## src/hdl/sgbl_pkg.sv

```systemverilog
// shared constants and types of the sorted grid bin locator
`default_nettype none
package sgbl_pkg;

    localparam int GRID_DEPTH  = 128;
    localparam int VALUE_WIDTH = 32;
    localparam int IDX_W       = $clog2(GRID_DEPTH);
    localparam int CNT_W       = IDX_W + 1;
    localparam int PROD_W      = VALUE_WIDTH + IDX_W;
    localparam int STEP_W      = $clog2(IDX_W);

    localparam int IN_DATA_BITS  = IDX_W + 2 * VALUE_WIDTH;
    localparam int IN_TDATA_W    = ((IN_DATA_BITS + 7) / 8) * 8;
    localparam int OUT_TDATA_W   = ((IDX_W + 7) / 8) * 8;

    localparam int GV_LSB = IDX_W;
    localparam int QV_LSB = IDX_W + VALUE_WIDTH;

    localparam logic FUNC_LOAD   = 1'b0;
    localparam logic FUNC_LOOKUP = 1'b1;

    localparam logic [CNT_W-1:0] COUNT_RESET = CNT_W'(2);

    typedef enum logic [2:0] {
        S_IDLE,
        S_RD_LAST,
        S_RD_FIRST,
        S_DIV,
        S_FILL_LO,
        S_PROBE,
        S_DONE
    } t_state;

endpackage
`default_nettype wire

```

## src/hdl/sgbl_div.sv

```systemverilog
// spacing guess: registered multiply then restoring divide, one quotient bit a cycle
`default_nettype none
module sgbl_div (
    input  wire logic                           i_clk,
    input  wire logic                           i_rst_n,
    input  wire logic                           i_start,
    input  wire logic [sgbl_pkg::VALUE_WIDTH-1:0] i_num,
    input  wire logic [sgbl_pkg::VALUE_WIDTH-1:0] i_den,
    input  wire logic [sgbl_pkg::IDX_W-1:0]     i_nm1,
    output logic                                o_done,
    output logic [sgbl_pkg::IDX_W-1:0]          o_quot
);
    import sgbl_pkg::*;

    logic                r_busy;
    logic                r_done;
    logic [STEP_W-1:0]   r_cnt;
    logic [PROD_W-1:0]   r_rem;
    logic [PROD_W-2:0]   r_dsh;
    logic [IDX_W-1:0]    r_quot;
    logic                c_fit;

    // divisor starts shifted so the quotient always fits in IDX_W bits
    assign c_fit = (r_rem >= {1'b0, r_dsh});

    always_ff @(posedge i_clk) begin
        if (!i_rst_n) begin
            r_busy <= 1'b0;
            r_done <= 1'b0;
            r_cnt  <= '0;
        end else begin
            r_done <= 1'b0;
            if (i_start) begin
                r_busy <= 1'b1;
                r_cnt  <= '0;
            end else if (r_busy) begin
                if (r_cnt == STEP_W'(IDX_W - 1)) begin
                    r_busy <= 1'b0;
                    r_done <= 1'b1;
                end
                r_cnt <= r_cnt + STEP_W'(1);
            end
        end
    end

    always_ff @(posedge i_clk) begin
        if (i_start) begin
            r_rem  <= PROD_W'(i_num) * PROD_W'(i_nm1);
            r_dsh  <= {i_den, (IDX_W - 1)'(0)};
            r_quot <= '0;
        end else if (r_busy) begin
            if (c_fit) begin
                r_rem <= r_rem - {1'b0, r_dsh};
            end
            r_quot <= {r_quot[IDX_W-2:0], c_fit};
            r_dsh  <= r_dsh >> 1;
        end
    end

    assign o_done = r_done;
    assign o_quot = r_quot;

endmodule
`default_nettype wire

```

## config.mk

```make
export PLATFORM = sky130hd
export DESIGN_NAME = sgbl_div
export DESIGN_NICKNAME = d
export VERILOG_FILES = /design/src/hdl/sgbl_pkg.sv /design/src/hdl/sgbl_div.sv
export SDC_FILE = /design/constraint.sdc
export NUM_CORES = 1
export LEC_CHECK = 0
export BUFFER_PORTS_ARGS = -buffer_cell sky130_fd_sc_hd__buf_4
export CAP_MARGIN = 10
export CORE_MARGIN = 1.5
export CORE_UTILIZATION = 23
export DETAILED_ROUTE_END_ITERATION = 12
export PLACE_DENSITY = 0.35
export SLEW_MARGIN = 20
export SYNTH_ARGS = -nofsm -noshare
export SYNTH_HDL_FRONTEND = slang
export SYNTH_SLANG_ARGS = --single-unit
```

## constraint.sdc

```tcl
create_clock -name i_clk -period 5.99 [get_ports i_clk]
set_input_delay 0.599 -clock i_clk [delete_from_list [all_inputs] [get_ports i_clk]]
set_output_delay 0.599 -clock i_clk [all_outputs]
set_load 0.02 [all_outputs]
```

==> impl_metrics.json <==
{
  "reg2regPathDepth": 13,
  "rsz0062_at_grt": "false",
  "clk_latency_ns": 0.37,
  "seq_power_share_pct": 16.8,
  "worstSetupStartpoint": "i_nm1[5]",
  "firstDrtPassIters": 5,
  "yosys.area.top_type": "fa_1",
  "p_leak_nw": 6.525,
  "async_reset_ff_share_pct": 0,
  "synth_area_mm2": 0.01246,
  "grt_pass1_wl_um": 56920,
  "areaGrowthSynthToFinish_pct": 13.61,
  "drt_iter0_drc": 534,
  "ff2ff_setup_slack_ns": 1.92,
  "fin_setup_tns_ns": 0,
  "fin_cells": 2116,
  "hold_viol": 0,
  "core_area_mm2": 0.05371,
  "cts.sinks": 89,
  "syn_inst": 1353,
  "fin_crit_sh_pct": 92.81,
  "tightestPinTransition_ns": 0.8854,
  "cp_data_arrival_time_ns": 5.66,
  "drive_above_1_share_pct": 8.662,
  "p_sw_mw": 2.912,
  "routed-wl-met2_um": 14700,
  "end_kind": "flop",
  "worstPathRequired_ns": 6.09,
  "hold_path.class": "input pin to flop",
  "top_layer_used": "met4",
  "synth_cell_types": 62,
  "cts_setup_buffers": 0,
  "clock_skew_ns": 0.01326,
  "ys_warn_count": 0,
  "post-place-ws_ns": 0.006801,
  "die_w_um": 235.8,
  "via_per_inst": 4.366,
  "clkPwrFrac_pct": 8.9,
  "reg2reg_from": "r_dsh[6]$_DFFE_PP_",
  "ys.flop_type": "edfxtp_1",
  "via_count": 9238,
  "syn_avg_cell_area_um2": 9.212,
  "cpMaxStageDelayCell": "fa_1",
  "swShare_pct": 48.49,
  "antenna_found_initial": 0,
  "io_pins": 82,
  "slew_viol_final": 0,
  "ctsRootBufferMaster": "clkbuf_16",
  "crit_fanout": 24,
  "outcome": "completed",
  "nFillCells": 5741,
  "period_minus_slack_ns": 5.559,
  "max-vdd-ir-drop_mv": 0.1663,
  "core.rowCount": 85,
  "fmax_ghz": 0.1799,
  "hold_buffers": 0,
  "postRouteAntennaNets": 0,
  "fin_nets": 1736,
  "ys_ff_latch": 89,
  "power_frac_comb_pct": 74.3,
  "path_cells": "buf_4, buf_4, and2_1, fa_1, inv_1, fa_1, inv_1, fa_1, inv_1, fa_1, inv_1, ha_1, and3_1, and2_1, a221o_1, a211oi_1, o21bai_1, nor3b_1, a21oi_1, xnor2_1, mux2i_1",
  "slew_headroom_pct": 40.97,
  "clk_path_buf_depth": 2,
  "ctsResizeCount": 0,
  "r2r_end": "r_rem[32]$_DFFE_PP_",
  "met3_length_um": 643,
  "drt_wl_total_um": 34810,
  "h-tree-depth": 3,
  "grt_pass1_vias": 9841,
  "ys_top_cells_by_area": "fa_1 24%, edfxtp_1 17%, ha_1 9.7%",
  "drc": 0,
  "synth_edf_count": 71,
  "path_clk_slew_ns": 0.07,
  "portBuffers": 81,
  "wl_per_cell_um": 16.45,
  "finalSetupViolations": 0,
  "floorplan.initialDensity_pct": 23.21,
  "die_height_um": 235.8,
  "powerDensity_mw_per_mm2": 424.1,
  "p_int_mw": 3.093,
  "cts_buffers": 9,
  "grt_use_total_pct": 12.95,
  "synth-seq-area-share_pct": 20.00,
  "setup_ws_ns": 0.4305,
  "n_antenna_cell": 0,
  "cts_tree": "done",
  "crit_end": "r_rem[38]$_DFFE_PP_",
  "grt_start_max_net_pins": 86,
  "dpl.hpwl_um": 27840,
  "placed_cells": 2100,
  "syn_nets": 1674,
  "wl_met1_um": 19000,
  "cp-start-kind": "input pin",
  "overflow": 0,
  "crit_type": "input pin to flop",
  "place_congestion": 0.7853,
  "cpPeakStageDelay_ns": 0.50,
  "synth_top_area_share_pct": 24.09,
  "die_area_mm2": 0.05559,
  "drv_cap": 0
}
critical path: cells and delay by family:
kind / cells / cell delay (ns)
buf+inv: 6 / 0.62
xor+xnor: 1 / 0.28
mux: 1 / 0.11
fa+ha+maj: 5 / 2.29
simple gates: 4 / 0.91
compound gates: 4 / 0.83
synthesized netlist by cell type (7+ instances only):
cell type	number
xnor2_1	33
and2_1	177
o21bai_1	10
nor2_1	54
a21o_1	34
and4_1	7
a21oi_1	77
edfxtp_1	71
ha_1	97
inv_1	186
nand4_1	13
o21a_1	11
dfxtp_1	18
o21ai_0	44
clkbuf_1	43
fa_1	150
xor2_1	36
nand3_1	10
nor3_1	10
a22o_1	31
o21ai_1	7
nand2b_1	10
nor2b_1	11
nand2_1	112
a211oi_1	9
mux2i_1	16
layer usage:
layer | GRT usage, % | vias to the layer above
met1 | 19.93 | 4488
met2 | 19.27 | 110
met5 | 0 | -
met4 | 3.343 | 0
li1 | - | 4626
met3 | 1.077 | 14
stage by stage:
step	hold slack [ns]	power, mW	utilization (%)	instance area (um^2)
global placement	0.4793	5.582	25.89	13900
global route	0.4601	6.738	26.36	14160
CTS	0.4377	6.110	26.36	14160
finish	0.4640	6.005	26.36	14160
floorplan	0.4632	4.308	-	12460
detailed placement	0.4909	5.523	25.89	13900
sequential cells by signal, summed over array words and instances, names as in the netlist:
register	count
o_done	1
o_quot	7
r_busy	1
r_cnt	3
r_dsh	38
r_rem	39
layout make-up:
type | count | area (um^2) | area share [%]
Tap cell | 696 | 870.8 | 6.150
Timing Repair Buffer | 100 | 750.7 | 5.302
Clock buffer | 12 | 236.5 | 1.670
Multi-Input combinational cell | 1028 | 9087 | 64.18
Clock inverter | 4 | 20.02 | 0.1414
Inverter | 187 | 701.9 | 4.957
Sequential cell | 89 | 2492 | 17.60
cell families (layout without fill, tap and decap cells):
family / count (synthesis) / count (layout) / synth area share [%]
simple gates: 419 / 419 / 17.70
compound gates: 276 / 276 / 15.14
fa+ha+maj: 247 / 247 / 33.83
buf+inv: 236 / 303 / 7.108
flops: 89 / 89 / 20.00
xor+xnor: 69 / 69 / 4.849
mux: 17 / 17 / 1.375
cells in the final DEF (no fill, tap or decap), types with 7 or more instances in the layout:
| cell type | synthesis | routed |
|---|---|---|
| a211oi_1 | 9 | 9 |
| a21o_1 | 34 | 34 |
| a21oi_1 | 77 | 77 |
| a22o_1 | 31 | 31 |
| and2_1 | 177 | 177 |
| and4_1 | 7 | 7 |
| buf_4 | 0 | 100 |
| clkbuf_16 | 0 | 9 |
| dfxtp_1 | 18 | 18 |
| edfxtp_1 | 71 | 71 |
| fa_1 | 150 | 150 |
| ha_1 | 97 | 97 |
| inv_1 | 186 | 186 |
| mux2i_1 | 16 | 16 |
| nand2_1 | 112 | 112 |
| nand2b_1 | 10 | 10 |
| nand3_1 | 10 | 10 |
| nand4_1 | 13 | 13 |
| nor2_1 | 54 | 54 |
| nor2b_1 | 11 | 10 |
| nor3_1 | 10 | 10 |
| o21a_1 | 11 | 11 |
| o21ai_0 | 44 | 44 |
| o21ai_1 | 7 | 7 |
| o21bai_1 | 10 | 10 |
| xnor2_1 | 33 | 33 |
| xor2_1 | 36 | 36 |
worst min path at each step:
stage	start	depth (start not counted)	to	slack [ns]
3_3_place_gp	o_quot[6]$_SDFFE_PP0P_	2	o_quot[6]$_SDFFE_PP0P_	0.48
2_1_floorplan	r_cnt[2]$_SDFFE_PP0P_	2	o_done$_SDFF_PP0_	0.46
3_5_place_dp	r_cnt[2]$_SDFFE_PP0P_	2	o_done$_SDFF_PP0_	0.49
4_1_cts	i_rst_n	2	r_busy$_SDFF_PN0_	0.44
6_report	i_rst_n	2	r_busy$_SDFF_PN0_	0.46
5_1_grt	i_rst_n	2	r_busy$_SDFF_PN0_	0.46
power by group through the flow:
stage	combinational [mW]	clock (mW)	sequential, mW
finish	4.46	0.533	1.01
global route	5.13	0.581	1.03
CTS	4.54	0.562	1.01
detailed placement	4.50	0	1.02
global placement	4.56	0	1.02
floorplan	3.31	0	0.994
(Power assumes the default switching activity.)
